File: src/rtl/dtoi_pkg.sv
`timescale 1ns / 1ps
package dtoi_pkg;

    localparam int CH_W    = 8;
    localparam int FUNC_W  = 2;
    localparam int VALUE_W = 64;
    localparam int HALF_W  = 32;
    localparam int DIGIT_W = 4;

    localparam int QUEUE_DEPTH_DEF = 2;

    localparam logic [FUNC_W-1:0] MODE_S32 = 2'd0;
    localparam logic [FUNC_W-1:0] MODE_U32 = 2'd1;

    localparam logic [CH_W-1:0] CHAR_NUL   = 8'h00;
    localparam logic [CH_W-1:0] CHAR_MINUS = 8'h2D;
    localparam logic [CH_W-1:0] CHAR_PLUS  = 8'h2B;
    localparam logic [CH_W-1:0] CHAR_ZERO  = 8'h30;
    localparam logic [CH_W-1:0] CHAR_NINE  = 8'h39;

    // Work queued from the classifier to the accumulator.
    typedef enum logic [1:0] {
        OP_DIGIT,
        OP_NEG,
        OP_BAD,
        OP_TERM
    } t_op;

    typedef struct packed {
        t_op                op;
        logic [DIGIT_W-1:0] digit;
        logic [FUNC_W-1:0]  mode;
    } t_cmd;

endpackage

File: src/rtl/dtoi_in_if.sv
`timescale 1ns / 1ps
interface dtoi_in_if
    import dtoi_pkg::*;
();
    logic              valid;
    logic              ready;
    logic [CH_W-1:0]   ch;
    logic [FUNC_W-1:0] func;

    modport source (output valid, output ch, output func, input ready);
    modport sink (input valid, input ch, input func, output ready);
endinterface

File: src/rtl/dtoi_out_if.sv
`timescale 1ns / 1ps
interface dtoi_out_if
    import dtoi_pkg::*;
();
    logic               valid;
    logic               ready;
    logic [VALUE_W-1:0] value;
    logic               rejected;

    modport source (output valid, output value, output rejected, input ready);
    modport sink (input valid, input value, input rejected, output ready);
endinterface

File: src/rtl/decimal_text_to_integer_unit.sv
`timescale 1ns / 1ps
// Channel   Port    Dir  Payload                        Beat
// --------  ------  ---  -----------------------------  -------------------------
// text in   i_in    in   ch[7:0], func[1:0]             one character per beat
// result    o_out   out  value[63:0], rejected          one beat per terminator
//
// One character per cycle sustained while the queue has room; a terminator beat is
// written into the queue when it is taken and moves to the output register when the
// back end pops it; the result beat is valid after both, later under a stall.
// The single times-ten add on the 64-bit accumulator sets the pace.
// Synchronous active-low reset clears field state, queue and output valid.
// A stalled result holds the back end only at the next terminator; the queue
// absorbs the stall and i_in.ready drops once the queue is full.
module decimal_text_to_integer_unit
    import dtoi_pkg::*;
#(
    parameter int QUEUE_DEPTH = QUEUE_DEPTH_DEF
) (
    input  logic       i_clk,
    input  logic       i_rst_n,
    dtoi_in_if.sink    i_in,
    dtoi_out_if.source o_out
);

    // front to queue
    logic push;
    t_cmd push_cmd;
    logic q_full;

    // queue to back end
    logic q_valid;
    t_cmd q_cmd;
    logic pop;

    // Classify each character, track field start and mode, drop a leading plus.
    dtoi_front u_front (
        .i_clk   (i_clk),
        .i_rst_n (i_rst_n),
        .i_in    (i_in),
        .i_full  (q_full),
        .o_push  (push),
        .o_cmd   (push_cmd)
    );

    // Decouple the classifier from the accumulator so each may stall alone.
    dtoi_queue #(
        .QUEUE_DEPTH (QUEUE_DEPTH)
    ) u_queue (
        .i_clk   (i_clk),
        .i_rst_n (i_rst_n),
        .i_push  (push),
        .i_cmd   (push_cmd),
        .o_full  (q_full),
        .o_valid (q_valid),
        .o_cmd   (q_cmd),
        .i_pop   (pop)
    );

    // Fold digits, apply sign and width, register the result beat.
    dtoi_back u_back (
        .i_clk   (i_clk),
        .i_rst_n (i_rst_n),
        .i_valid (q_valid),
        .i_cmd   (q_cmd),
        .o_pop   (pop),
        .o_out   (o_out)
    );

endmodule

File: src/rtl/dtoi_front.sv
`timescale 1ns / 1ps
module dtoi_front
    import dtoi_pkg::*;
(
    input  logic       i_clk,
    input  logic       i_rst_n,
    dtoi_in_if.sink    i_in,
    input  logic       i_full,
    output logic       o_push,
    output t_cmd       o_cmd
);

    logic              r_at_start;
    logic [FUNC_W-1:0] r_mode;
    logic              n_at_start;
    logic [FUNC_W-1:0] n_mode;

    logic              accept;
    logic              keep;
    t_cmd              cmd;

    assign i_in.ready = !i_full;
    assign accept     = i_in.valid && !i_full;

    always_comb begin
        cmd.mode   = r_at_start ? i_in.func : r_mode;
        // low nibble of an ASCII digit is its value
        cmd.digit  = i_in.ch[DIGIT_W-1:0];
        cmd.op     = OP_BAD;
        keep       = 1'b1;
        n_at_start = r_at_start;
        n_mode     = r_mode;
        if (accept) begin
            n_at_start = (i_in.ch == CHAR_NUL);
            if (r_at_start) begin
                n_mode = i_in.func;
            end
        end
        if (i_in.ch == CHAR_NUL) begin
            cmd.op = OP_TERM;
        end else if (r_at_start && i_in.ch == CHAR_MINUS) begin
            // minus only counts in signed mode
            cmd.op = (cmd.mode == MODE_S32) ? OP_NEG : OP_BAD;
        end else if (r_at_start && i_in.ch == CHAR_PLUS) begin
            keep = 1'b0;
        end else if (i_in.ch >= CHAR_ZERO && i_in.ch <= CHAR_NINE) begin
            cmd.op = OP_DIGIT;
        end
    end

    assign o_push = accept && keep;
    assign o_cmd  = cmd;

    always_ff @(posedge i_clk) begin
        if (!i_rst_n) begin
            r_at_start <= 1'b1;
            r_mode     <= MODE_S32;
        end else begin
            r_at_start <= n_at_start;
            r_mode     <= n_mode;
        end
    end

    a_term_restarts: assert property (@(posedge i_clk) disable iff (!i_rst_n)
        (accept && i_in.ch == CHAR_NUL) |=> r_at_start)
        else $error("field start not restored after terminator");

endmodule

File: src/rtl/dtoi_queue.sv
`timescale 1ns / 1ps
module dtoi_queue
    import dtoi_pkg::*;
#(
    parameter int QUEUE_DEPTH = QUEUE_DEPTH_DEF
) (
    input  logic i_clk,
    input  logic i_rst_n,
    input  logic i_push,
    input  t_cmd i_cmd,
    output logic o_full,
    output logic o_valid,
    output t_cmd o_cmd,
    input  logic i_pop
);

    localparam int PtrW = $clog2(QUEUE_DEPTH);
    localparam int CntW = $clog2(QUEUE_DEPTH + 1);
    localparam logic [PtrW-1:0] LastPtr = PtrW'(QUEUE_DEPTH - 1);
    localparam logic [CntW-1:0] FullCnt = CntW'(QUEUE_DEPTH);

    t_cmd            r_slot [QUEUE_DEPTH];
    logic [PtrW-1:0] r_wr_ptr;
    logic [PtrW-1:0] r_rd_ptr;
    logic [CntW-1:0] r_count;

    logic do_push;
    logic do_pop;

    assign o_full  = (r_count == FullCnt);
    assign o_valid = (r_count != '0);
    assign o_cmd   = r_slot[r_rd_ptr];
    assign do_push = i_push && !o_full;
    assign do_pop  = i_pop && o_valid;

    always_ff @(posedge i_clk) begin
        if (do_push) begin
            r_slot[r_wr_ptr] <= i_cmd;
        end
    end

    always_ff @(posedge i_clk) begin
        if (!i_rst_n) begin
            r_wr_ptr <= '0;
            r_rd_ptr <= '0;
            r_count  <= '0;
        end else begin
            if (do_push) begin
                r_wr_ptr <= (r_wr_ptr == LastPtr) ? '0 : r_wr_ptr + 1'b1;
            end
            if (do_pop) begin
                r_rd_ptr <= (r_rd_ptr == LastPtr) ? '0 : r_rd_ptr + 1'b1;
            end
            case ({do_push, do_pop})
                2'b10:   r_count <= r_count + 1'b1;
                2'b01:   r_count <= r_count - 1'b1;
                default: r_count <= r_count;
            endcase
        end
    end

    a_no_overflow: assert property (@(posedge i_clk) disable iff (!i_rst_n)
        i_push |-> !o_full)
        else $error("push into full queue");

    a_no_underflow: assert property (@(posedge i_clk) disable iff (!i_rst_n)
        i_pop |-> o_valid)
        else $error("pop from empty queue");

endmodule

File: src/rtl/dtoi_back.sv
`timescale 1ns / 1ps
module dtoi_back
    import dtoi_pkg::*;
(
    input  logic       i_clk,
    input  logic       i_rst_n,
    input  logic       i_valid,
    input  t_cmd       i_cmd,
    output logic       o_pop,
    dtoi_out_if.source o_out
);

    logic [VALUE_W-1:0] r_acc;
    logic               r_neg;
    logic               r_bad;
    logic               r_out_valid;
    logic [VALUE_W-1:0] r_value;
    logic               r_rejected;

    logic               out_free;
    logic               narrow;
    logic [VALUE_W-1:0] times_ten;
    logic [VALUE_W-1:0] next_acc;
    logic [HALF_W-1:0]  lo;
    logic [HALF_W-1:0]  lo_signed;
    logic [VALUE_W-1:0] result;

    assign out_free = !r_out_valid || o_out.ready;
    assign o_pop    = i_valid && ((i_cmd.op != OP_TERM) || out_free);
    assign narrow   = (i_cmd.mode == MODE_S32) || (i_cmd.mode == MODE_U32);

    always_comb begin
        times_ten = {r_acc[VALUE_W-4:0], 3'b000} + {r_acc[VALUE_W-2:0], 1'b0};
        next_acc  = times_ten + VALUE_W'(i_cmd.digit);
        if (narrow) begin
            next_acc[VALUE_W-1:HALF_W] = '0;
        end
        lo        = r_acc[HALF_W-1:0];
        lo_signed = r_neg ? (~lo + 1'b1) : lo;
        if (r_bad) begin
            result = '0;
        end else if (i_cmd.mode == MODE_S32) begin
            result = {{HALF_W{lo_signed[HALF_W-1]}}, lo_signed};
        end else if (i_cmd.mode == MODE_U32) begin
            result = {{HALF_W{1'b0}}, lo};
        end else begin
            result = r_acc;
        end
    end

    always_ff @(posedge i_clk) begin
        if (!i_rst_n) begin
            r_acc       <= '0;
            r_neg       <= 1'b0;
            r_bad       <= 1'b0;
            r_out_valid <= 1'b0;
        end else begin
            if (o_pop) begin
                case (i_cmd.op)
                    OP_DIGIT: r_acc <= next_acc;
                    OP_NEG:   r_neg <= 1'b1;
                    OP_BAD:   r_bad <= 1'b1;
                    OP_TERM: begin
                        r_acc <= '0;
                        r_neg <= 1'b0;
                        r_bad <= 1'b0;
                    end
                    default:  r_acc <= r_acc;
                endcase
            end
            if (o_pop && i_cmd.op == OP_TERM) begin
                r_out_valid <= 1'b1;
            end else if (o_out.ready) begin
                r_out_valid <= 1'b0;
            end
        end
    end

    always_ff @(posedge i_clk) begin
        if (o_pop && i_cmd.op == OP_TERM) begin
            r_value    <= result;
            r_rejected <= r_bad;
        end
    end

    assign o_out.valid    = r_out_valid;
    assign o_out.value    = r_value;
    assign o_out.rejected = r_rejected;

    a_reject_zero: assert property (@(posedge i_clk) disable iff (!i_rst_n)
        (o_out.valid && o_out.rejected) |-> (o_out.value == '0))
        else $error("rejected result carries non-zero value");

    a_term_clears: assert property (@(posedge i_clk) disable iff (!i_rst_n)
        (o_pop && i_cmd.op == OP_TERM) |=> (r_acc == '0 && !r_neg && !r_bad))
        else $error("field state not cleared after terminator");

endmodule

File: src/flat_wrapper.sv
// flat-port wrapper written by rule: the top's interface ports become plain ports
module decimal_text_to_integer_unit_flat import dtoi_pkg::*;
#(
    parameter int QUEUE_DEPTH = QUEUE_DEPTH_DEF
)
  (i_clk, i_rst_n, i_in_valid, i_in_ch, i_in_func, i_in_ready, o_out_valid, o_out_value, o_out_rejected, o_out_ready);
  dtoi_in_if i_in_i ();
  dtoi_out_if o_out_i ();
  input  logic i_clk;
  input  logic i_rst_n;
  input wire logic [$bits(i_in_i.valid)-1:0] i_in_valid;
  input wire logic [$bits(i_in_i.ch)-1:0] i_in_ch;
  input wire logic [$bits(i_in_i.func)-1:0] i_in_func;
  output wire logic [$bits(i_in_i.ready)-1:0] i_in_ready;
  output wire logic [$bits(o_out_i.valid)-1:0] o_out_valid;
  output wire logic [$bits(o_out_i.value)-1:0] o_out_value;
  output wire logic [$bits(o_out_i.rejected)-1:0] o_out_rejected;
  input wire logic [$bits(o_out_i.ready)-1:0] o_out_ready;
  assign i_in_i.valid = i_in_valid;
  assign i_in_i.ch = i_in_ch;
  assign i_in_i.func = i_in_func;
  assign i_in_ready = i_in_i.ready;
  assign o_out_valid = o_out_i.valid;
  assign o_out_value = o_out_i.value;
  assign o_out_rejected = o_out_i.rejected;
  assign o_out_i.ready = o_out_ready;
  decimal_text_to_integer_unit #(.QUEUE_DEPTH(QUEUE_DEPTH)) u_core (.i_clk(i_clk), .i_rst_n(i_rst_n), .i_in(i_in_i), .o_out(o_out_i));
endmodule
File: config.mk
export PLATFORM = sky130hd
export DESIGN_NAME = decimal_text_to_integer_unit_flat
export DESIGN_NICKNAME = d
export VERILOG_FILES = /design/src/rtl/dtoi_pkg.sv /design/src/rtl/dtoi_in_if.sv /design/src/rtl/dtoi_out_if.sv /design/src/rtl/decimal_text_to_integer_unit.sv /design/src/rtl/dtoi_front.sv /design/src/rtl/dtoi_queue.sv /design/src/rtl/dtoi_back.sv /design/src/flat_wrapper.sv
export SDC_FILE = /design/constraint.sdc
export NUM_CORES = 1
export LEC_CHECK = 0
export ABC_AREA = 1
export CAP_MARGIN = 20
export CORE_MARGIN = 2
export CORE_UTILIZATION = 26
export CTS_BUF_LIST = sky130_fd_sc_hd__clkbuf_4 sky130_fd_sc_hd__clkbuf_8 sky130_fd_sc_hd__clkbuf_16
export CTS_CLUSTER_SIZE = 30
export DETAILED_ROUTE_END_ITERATION = 10
export DONT_BUFFER_PORTS = 1
export SYNTH_ARGS = -nofsm -noshare
export SYNTH_HDL_FRONTEND = slang
export SYNTH_SLANG_ARGS = --single-unit
File: constraint.sdc
create_clock -name i_clk -period 10.1 [get_ports i_clk]
set_clock_uncertainty 0.05 [all_clocks]
set_input_delay 2.525 -clock i_clk [delete_from_list [all_inputs] [get_ports i_clk]]
set_output_delay 2.525 -clock i_clk [all_outputs]
set_load 0.005 [all_outputs]
# Word level (Yosys, flattened, before mapping)
# Memories as Yosys holds them, arrays and structs flattened. A register that Yosys moved wholly into a read port is not among the register bits.
# Cells that the tools add are included.
# Widths: inputs -> output; s select.
[totals]
register_bits = 139
ram_bits = 16
n_memories = 1
[classes]
add_sub_neg = 7
magnitude_cmp = 2
eq_ne = 10
mux = 25
bitwise = 1
reduce_logical = 27
[memory_table]
columns = ["name", "words", "word_bits", "rd", "rd_clocked_by_memory_dff", "wr", "line_no", "rtl"]
rows = [
  ["u_core.u_queue.r_slot", 2, 8, 1, 1, 1, "dtoi_queue.sv:22", "t_cmd r_slot [QUEUE_DEPTH];"],
]
[ops]
columns = ["cell", "count"]
rows = [
  ["$mux 64", 2],
  ["$pmux 64 s2", 1],
  ["$add 64x4->64", 1],
  ["$add 64x64->64", 1],
  ["$mux 32", 2],
  ["$add 32x1->32 const B", 1],
  ["$not 32->32", 1],
  ["$eq 8x6->1 const B", 2],
  ["$mux 2", 6],
  ["$reduce_bool 2->1", 6],
  ["$mux 1", 11],
  ["$logic_and 1x1->1", 9],
  ["$eq 2x2->1 const B", 4],
  ["$ge 8x6->1 const B", 1],
  ["$le 8x6->1 const B", 1],
  ["$logic_not 8->1", 1],
  ["$eq 2x1->1 const B", 3],
  ["$logic_not 2->1", 3],
  ["$reduce_and 2->1", 3],
  ["$pmux 1 s2", 2],
  ["$pmux 2 s2", 1],
  ["$logic_or 1x1->1", 3],
  ["$add 1x1->1 const B", 2],
  ["$add 2x1->2 const B", 1],
  ["3 further kinds", 4],
]

# Longest topological paths before layout
# Gate-level depths: netlist (run 1).
[depth]
word_depth = 9
depth_mapped = 20
mapped_depth_nobuf = 19

# Hierarchy
# Synthesis (run 1) repeated with hierarchy kept, for this count alone.
[hier_totals]
cells_unflattened = 2027
hier_area_um2 = 13072.5
[modules_own_cells]
columns = ["module", "instances", "cells_each", "area_each_um2", "seq_area_each_um2"]
rows = [
  ["dtoi_back", 1, 1891, 11845.1, 3293.2],
  ["dtoi_queue", 1, 63, 843.3, 580.6],
  ["dtoi_front", 1, 73, 384.1, 60.1],
]

# Least setup slack after synthesis (run 1)
# OpenSTA, ideal clock, no wires.
[synth_timing]
path_kind = "input port to flip-flop"
startpoint = "in o_out_ready"
endpoint = "reg u_core.u_back.r_rejected (netlist: u_core.u_back.o_out.rejected) (enable)"
setup_time_ps = 420
t_arrival_ps = 4175
t_required_ps = 9630
slack_ps = 5455
cell_stages = 6
n_path_buf = 0
path_cell_list = "nor2_1 nand2_1 nand2_1 inv_1 nand2_1 inv_1"
[synth_between]
elab_chain_len = 4
[synth_rtl]
columns = ["element", "line_no", "rtl"]
rows = [
  ["start: declaration", "flat_wrapper.sv:18", "input wire logic [$bits(o_out_i.ready)-1:0] o_out_ready;"],
  ["$logic_or 1x1->1", "dtoi_back.sv:28", "assign out_free = !r_out_valid || o_out.ready;"],
  ["$logic_or 1x1->1", "dtoi_back.sv:29", "assign o_pop = i_valid && ((i_cmd.op != OP_TERM) || out_free);"],
  ["$logic_and 1x1->1", "dtoi_back.sv:29", ""],
  ["$logic_and 1x1->1", "dtoi_back.sv:80", "if (o_pop && i_cmd.op == OP_TERM) begin"],
  ["end signal: assignment", "dtoi_back.sv:82", "r_rejected <= r_bad;"],
  ["end: declaration", "dtoi_back.sv:18", "logic r_rejected;"],
]
# Every way passes these cells.
# A chain may end at the register's enable or synchronous reset.

# Worst setup path in the final report (run 1)
[layout_timing]
startpoint = "in o_out_ready"
endpoint = "reg u_core.u_back.r_acc[50]"
[layout_between]
elab_chain_len = 4
[layout_rtl]
columns = ["element", "line_no", "rtl"]
rows = [
  ["$logic_or 1x1->1", "dtoi_back.sv:28", ""],
  ["$logic_or 1x1->1", "dtoi_back.sv:29", ""],
  ["$logic_and 1x1->1", "dtoi_back.sv:29", ""],
  ["$reduce_and 2->1 (no source line)", "-", ""],
  ["end signal: assignment", "dtoi_back.sv:60", "OP_DIGIT: r_acc <= next_acc;"],
  ["end signal: assignment", "dtoi_back.sv:68", "default: r_acc <= r_acc;"],
  ["end: declaration", "dtoi_back.sv:13", "logic [VALUE_W-1:0] r_acc;"],
]
# Every way passes these cells.

==> results.py, run 1 <==
metrics = {
    "yosys": {
        "synth-xor-area-share_pct": 0.345,
        "synth_edf_count": 81,
        "synth_cell_type_count": 44,
        "synth_area_leaders": "nand2_1 20%, edfxtp_1 19%, ha_1 12%",
        "synth_top_cell_by_area": "nand2_1",
        "synthArstFlopShare_pct": 0,
        "synthAdderAreaFrac_pct": 12.6,
        "synth_cells": 1970,
        "syn_nets": 2111,
        "synth_top_area_share_pct": 20.4,
        "yosys.area_share.simple_pct": 32.8,
        "yosys_warnings": 0,
        "seq_area_frac_synth_pct": 31.0,
        "synth_seq_cells": 156,
        "syn-mean-instance-area_um2": 6.45,
        "synth_flop_cell": "edfxtp_1",
        "syn-cell-area_um2": 12700,
        "synthMuxAreaShare_pct": 0.0788,
        "synth_compound_area_share_pct": 11.9,
        "synth_top_family_by_area": "simple AND/OR/NAND/NOR gates",
    },
    "power_and_ir_drop": {
        "combPwrFrac_pct": 24.0,
        "intPower_mw": 1.29,
        "swShare_pct": 36.9,
        "clkPwrFrac_pct": 34.3,
        "ir_worst_vdd_mv": 0.139,
        "p_per_area_nw_per_um2": 146,
        "power.switching_mw": 0.751,
        "leakage_nw": 7.18,
        "seq_power_share_pct": 41.7,
    },
    "clock_network": {
        "cts_root_buffer": "clkbuf_16",
        "numCtsBuffers": 17,
        "hold_buffers": 0,
        "cts_buffer_depth": 2,
        "clkSlewWorstSetupHoldPaths_ns": 0.07,
        "cts.repair.resized": 0,
        "clock_latency_ns": 0.46,
        "post_cts_buffers": 0,
        "clock-sinks": 156,
        "htree_levels": 4,
        "cts_tree": "done",
    },
    "sta": {
        "grt_setup_unrepaired": "false",
        "fin_crit_sh_pct": 46.0,
        "worstMarginPinSlew_ns": 0.978,
        "setup_viol_count_final": 0,
        "finalMaxSlewViolations": 0,
        "period_minus_slack_ns": 4.65,
        "tns_ns": 0,
        "slew_headroom_pct": 34.7,
        "maxClockFrequency_ghz": 0.215,
        "hold_viol": 0,
    },
    "job": {
        "cap_viol_max_count": 0,
    },
    "worst_setup_path": {
        "r2r_slack_ns": 6.08,
        "crit_chain": "nor2_1 > nand2_1 > nand2_1 > nor2_2 > inv_2 > buf_4 > nor2_4 > inv_2 > nor2_4 > nand3_1 > a21oi_1",
        "path_max_fanout": 64,
        "slowest_delay_ns": 0.78,
        "cp_slowest_cell": "nor2_4",
        "cp_top_family": "simple AND/OR/NAND/NOR gates",
        "critPathKind": "input port to register",
        "critPathRequiredTime_ns": 10.43,
        "crit_path_end_kind": "register",
        "crit_buf_inv": 3,
        "worstSetupStartpointType": "input port",
        "r2r-end": "u_core.u_back.r_acc[50]",
        "arrival_ns": 4.98,
        "rr_worst_depth": 15,
    },
    "finish": {
        "syn_to_final_growth_pct": 9.99,
        "layout-drive-gt1-share_pct": 3.30,
        "final_util_pct": 28.8,
        "diodes": 0,
        "nets": 2100,
    },
    "global_routing": {
        "grt_pass1_vias": 11600,
        "grt_pass1_wl_um": 63000,
        "grt_max_degree": 69,
        "antenna_found_initial": 0,
        "grt_usage_pct": 16.0,
        "grt_overflow": 0,
    },
    "route": {
        "route.detailed.drc": 0,
        "route.vias.total": 12000,
        "drtIter0Drc": 896,
        "antenna_left": 0,
        "drt_pre_antenna_iters": 6,
        "finalWirelength_um": 39900,
        "wire_per_inst_um": 15.4,
        "drt-vias-per-instance": 4.63,
    },
    "min_path": {
        "worstHoldPathCells": 2,
        "hp-start": "u_core.u_back.r_acc[63]",
        "worstHoldPathType": "register to register",
        "hold_end": "u_core.u_back.r_acc[63]",
    },
    "floorplanning": {
        "rows": 81,
        "initial_utilization_pct": 26.2,
        "design.die.area_um2": 50600,
        "die_w_um": 225,
        "core_area_um2": 48500,
        "dieHeight_um": 225,
        "ios": 81,
    },
    "placement": {
        "dp_hpwl_um": 32000,
        "place.gp.congestion": 0.965,
        "io_buffers": 0,
    },
    "run_status": {
        "status": "finished clean",
    },
}
per-stage QoR:
step | hold slack, ns | setup slack (ns) | power (mW) | std cells | area, um^2
2_1_floorplan | 0.375 | 5.46 | 1.21 | 1970 | 12700
3_3_place_gp | 0.387 | 5.14 | 1.35 | 2562 | 13300
3_5_place_dp | 0.405 | 4.98 | 1.36 | 2562 | 13300
4_1_cts | 0.425 | 5.45 | 2.06 | 2594 | 14000
5_1_grt | 0.449 | 5.25 | 2.15 | 2594 | 14000
6_report | 0.424 | 5.45 | 2.04 | 2594 | 14000
cell usage in the layout (no fill, tap or decap), drive strengths merged, types with 8 or more instances in the layout:
cell	instances
nand2	692
inv	346
a21oi	205
nor2	163
ha	125
nand3	102
edfxtp	81
dfxtp	75
o21ai	70
clkbuf	20
nor3	17
nand4	12
nand3b	9
nor4	8
worst reg2reg max path: stages, from the launching register on:
cell	delay [ns]
dfxtp_1	0.56
inv_4	0.10
or2_2	0.28
o21ai_0	0.14
inv_1	0.08
ha_1	0.29
nand2_1	0.10
nand2_1	0.10
nor2_2	0.15
inv_2	0.04
buf_4	0.35
nor2_4	0.27
inv_2	0.25
nor2_4	0.79
nand3_1	0.23
a21oi_1	0.17
worst max path at each step:
stage,from,endpoint,slack [ns],depth (start not counted)
after global placement,o_out_ready,u_core.u_back.r_acc[41],5.14,11
final,o_out_ready,u_core.u_back.r_acc[50],5.45,11
after detailed placement,o_out_ready,u_core.u_back.r_acc[49],4.98,11
after global routing,o_out_ready,u_core.u_back.r_acc[43],5.25,11
after CTS,o_out_ready,u_core.u_back.r_acc[49],5.45,11
after floorplan,o_out_ready,u_core.u_back.o_out.rejected,5.46,6
synthesized netlist by cell type, types with 2 or more instances:
| cell | instances |
|---|---|
| nand2_1 | 691 |
| buf_6 | 3 |
| nand3b_1 | 9 |
| nor3_1 | 17 |
| o21ai_2 | 4 |
| ha_1 | 125 |
| fa_1 | 2 |
| edfxtp_1 | 81 |
| buf_2 | 9 |
| nand3_1 | 98 |
| nand4_1 | 12 |
| xor2_1 | 4 |
| dfxtp_1 | 75 |
| o21bai_1 | 6 |
| and3_1 | 7 |
| a211oi_1 | 2 |
| nor4_1 | 8 |
| or2_1 | 2 |
| nor2_1 | 157 |
| nor2_2 | 3 |
| a21oi_1 | 204 |
| nor2_4 | 3 |
| nand3_4 | 2 |
| o21ai_0 | 63 |
| inv_1 | 330 |
| clkbuf_1 | 21 |
| inv_2 | 6 |
| nand3_2 | 2 |
| o21ai_1 | 3 |
| and2_1 | 4 |
| or2_2 | 4 |
power groups by stage:
| stage | Clock, mW | Combinational [mW] | Sequential [mW] |
|---|---|---|---|
| after floorplan | 0 | 0.376 | 0.834 |
| after global placement | 0 | 0.479 | 0.867 |
| after detailed placement | 0 | 0.494 | 0.866 |
| after CTS | 0.717 | 0.494 | 0.854 |
| after global routing | 0.739 | 0.555 | 0.859 |
| final | 0.699 | 0.489 | 0.848 |
cell families (layout without fill, tap and decap cells):
family                     after synthesis  count (layout)
adders and majority gates              127             127
DFF                                    156             156
muxes                                    1               1
AOI/OAI and AO/OA                      290             290
and+or+nand+nor                       1020            1020
buffers and inverters                  371             373
xor gates and xnor gates                 5               5
cell type report:
cell class                      count  area (um^2)
Inverter                          337         1270
Multi-Input combinational cell   1443         7340
Tap cell                          622          778
Fill cell                        5317        34600
Timing Repair Buffer                4         30.0
Sequential cell                   156         3940
Clock inverter                     12          141
Clock buffer                       20          483
registers in the layout (all words and copies together) (netlist names), named ones only:
signal and count:
u_core.u_back.o_out.value 64, u_core.u_back.r_bad 1, u_core.u_queue.r_slot 16, u_core.u_queue.r_rd_ptr 1, u_core.u_back.o_out.rejected 1, u_core.u_queue.r_wr_ptr 1
u_core.u_front.r_at_start 1, u_core.u_back.r_neg 1, u_core.u_back.r_acc 64, u_core.u_back.o_out.valid 1, u_core.u_queue.r_count 2, u_core.u_front.r_mode 2
layer usage:
metal,vias to the layer above,global-route usage (%),share of wire [%]
met1,5449,20.8,47
met4,0,5.79,2.7
li1,6260,-,-
met3,48,2.45,4.2
met5,-,0,0
met2,246,27.0,47
No activity file was read; power rests on OpenSTA's default activity.
==> run 2: changes to the inputs <==
clock period = 4.1 ns   (was 10.1 ns; I/O delays follow)
==> run 2 against run 1 <==
- setup slack got worse by 4.6 ns
- flip-flop and latch count did not move
- highest routed layer is now met5
- utilization hardly changed
- clock power is 140% higher
- non-clock buffer count increased by 2
- sequential power grew to 2.5 times the previous value
- sequential share of layout area about the same
- critical path depth up 2
- largest power group unchanged
- first-iteration DRC count fell by 5.8%
==> results.py, run 2 (synthesis gave the netlist of run 1 again) <==
metrics = {
    "finish": {
        "diodes": 0,
        "syn_to_final_growth_pct": 9.85,
        "mostFrequentLayoutCells": "691 x nand2_1, 329 x inv_1, 204 x a21oi_1",
        "final_common_cell": "nand2_1",
        "fin_area_um2": 14000,
        "layout-drive-gt1-share_pct": 3.39,
        "nets": 2102,
        "final_cells": 2596,
    },
    "worst_setup_path": {
        "worstSetupStartpointType": "register",
        "critPathRequiredTime_ns": 4.37,
        "r2r_slack_ns": 0.81,
        "crit_path_end_kind": "register",
        "r2r-end": "u_core.u_back.r_acc[34]",
        "critPathKind": "register to register",
        "rr_worst_depth": 13,
        "path_max_fanout": 9,
        "arrival_ns": 3.56,
    },
    "clock_network": {
        "cts.repair.resized": 0,
        "htree_levels": 4,
        "cts_buffer_depth": 2,
        "numCtsBuffers": 17,
        "post_cts_buffers": 0,
        "clock-sinks": 156,
        "cts_tree": "done",
        "clkSlewWorstSetupHoldPaths_ns": 0.08,
        "cts_root_buffer": "clkbuf_16",
        "hold_buffers": 0,
        "clock_latency_ns": 0.46,
    },
    "placement": {
        "dp_hpwl_um": 33200,
        "place.gp.congestion": 0.963,
        "io_buffers": 0,
        "placed_cell_area_um2": 13400,
        "dp.cells": 2564,
    },
    "sta": {
        "slew_headroom_pct": 37.3,
        "finalMaxSlewViolations": 0,
        "setup_viol_count_final": 0,
        "maxClockFrequency_ghz": 0.304,
        "hold_viol": 0,
        "grt_setup_unrepaired": "false",
        "fin_crit_sh_pct": 80.3,
        "tns_ns": 0,
        "period_minus_slack_ns": 3.29,
        "worstMarginPinSlew_ns": 0.940,
    },
    "route": {
        "wire_per_inst_um": 16.0,
        "drt_pre_antenna_iters": 5,
        "drtIter0Drc": 844,
        "drt-vias-per-instance": 4.73,
        "wl_met1_um": 19000,
        "route.detailed.drc": 0,
        "wl_met2_um": 18900,
        "antenna_left": 0,
        "top_layer": "met5",
        "route.met3.wl_um": 2400,
        "route.vias.total": 12300,
        "finalWirelength_um": 41600,
    },
    "global_routing": {
        "grt_pass1_vias": 11800,
        "antenna_found_initial": 2,
        "grt_pass1_wl_um": 65700,
        "grt_usage_pct": 16.8,
        "grt_max_degree": 64,
        "grt_overflow": 0,
    },
    "min_path": {
        "hold_end": "u_core.u_queue.r_rd_ptr",
        "worstHoldPathCells": 1,
        "hp-start": "u_core.u_queue.r_rd_ptr",
        "worstHoldPathType": "register to register",
    },
    "floorplanning": {
        "dieHeight_um": 225,
        "initial_utilization_pct": 26.2,
        "die_w_um": 225,
        "ios": 81,
        "rows": 81,
        "design.die.area_um2": 50600,
        "core_area_um2": 48500,
    },
    "job": {
        "cap_viol_max_count": 0,
    },
    "power_and_ir_drop": {
        "leakage_nw": 7.17,
        "seq_power_share_pct": 43.0,
        "clkPwrFrac_pct": 33.6,
        "intPower_mw": 3.10,
        "ir_worst_vdd_mv": 0.296,
        "swShare_pct": 37.6,
        "combPwrFrac_pct": 23.4,
        "p_per_area_nw_per_um2": 356,
        "power.switching_mw": 1.87,
        "p_total_mw": 4.97,
    },
    "run_status": {
        "status": "finished clean",
    },
}
run 2: power by group through the flow:
stage,Clock [mW],Combinational [mW],Sequential [mW]
floorplan,0,0.925,2.05
global placement,0,1.13,2.19
detailed placement,0,1.16,2.18
CTS,1.71,1.17,2.15
global route,1.77,1.31,2.17
finish,1.67,1.17,2.14
run 2: metal layers:
| layer | vias to the layer above | track usage (%) |
|---|---|---|
| li1 | 6282 | - |
| met1 | 5585 | 21.7 |
| met2 | 339 | 27.5 |
| met3 | 68 | 3.36 |
| met4 | 4 | 6.39 |
| met5 | - | 0 |
run 2: cell type report:
cell class,count,area [um^2]
inverters,337,1270
fillers,5366,34600
well taps,622,778
clock buffers,20,483
flip-flops and latches,156,3940
clock inverters,12,109
multi-input cells,1443,7340
repair buffers,6,45.0
run 2: critical path, cell delays in order, from the launching register on:
cell and delay (ns):
dfxtp_1 0.55, mux2i_1 0.31, fa_1 0.50, fa_1 0.48, inv_1 0.09, nand3_1 0.07, nand2_1 0.18, nand2_1 0.08
nand2_1 0.14, nand2_1 0.09, a21boi_0 0.31, o21ai_0 0.14, nand3_1 0.10, a21oi_1 0.06
run 2: worst max-delay path by stage:
stage	slack [ns]	to	startpoint
after floorplan	0.85	u_core.u_back.o_out.rejected	register
after global placement	0.91	u_core.u_back.r_acc[34]	register
after detailed placement	0.87	u_core.u_back.r_acc[34]	register
after CTS	0.85	u_core.u_back.r_acc[34]	register
after global routing	0.57	u_core.u_back.r_acc[34]	register
final	0.81	u_core.u_back.r_acc[34]	register
run 2: stage by stage:
step | setup slack, ns | utilization (%) | hold slack [ns]
floorplan | 0.851 | - | 0.375
global route | 0.573 | 28.7 | 0.452
global placement | 0.906 | 27.5 | 0.390
finish | 0.808 | 28.7 | 0.427
detailed placement | 0.866 | 27.5 | 0.419
CTS | 0.849 | 28.7 | 0.432
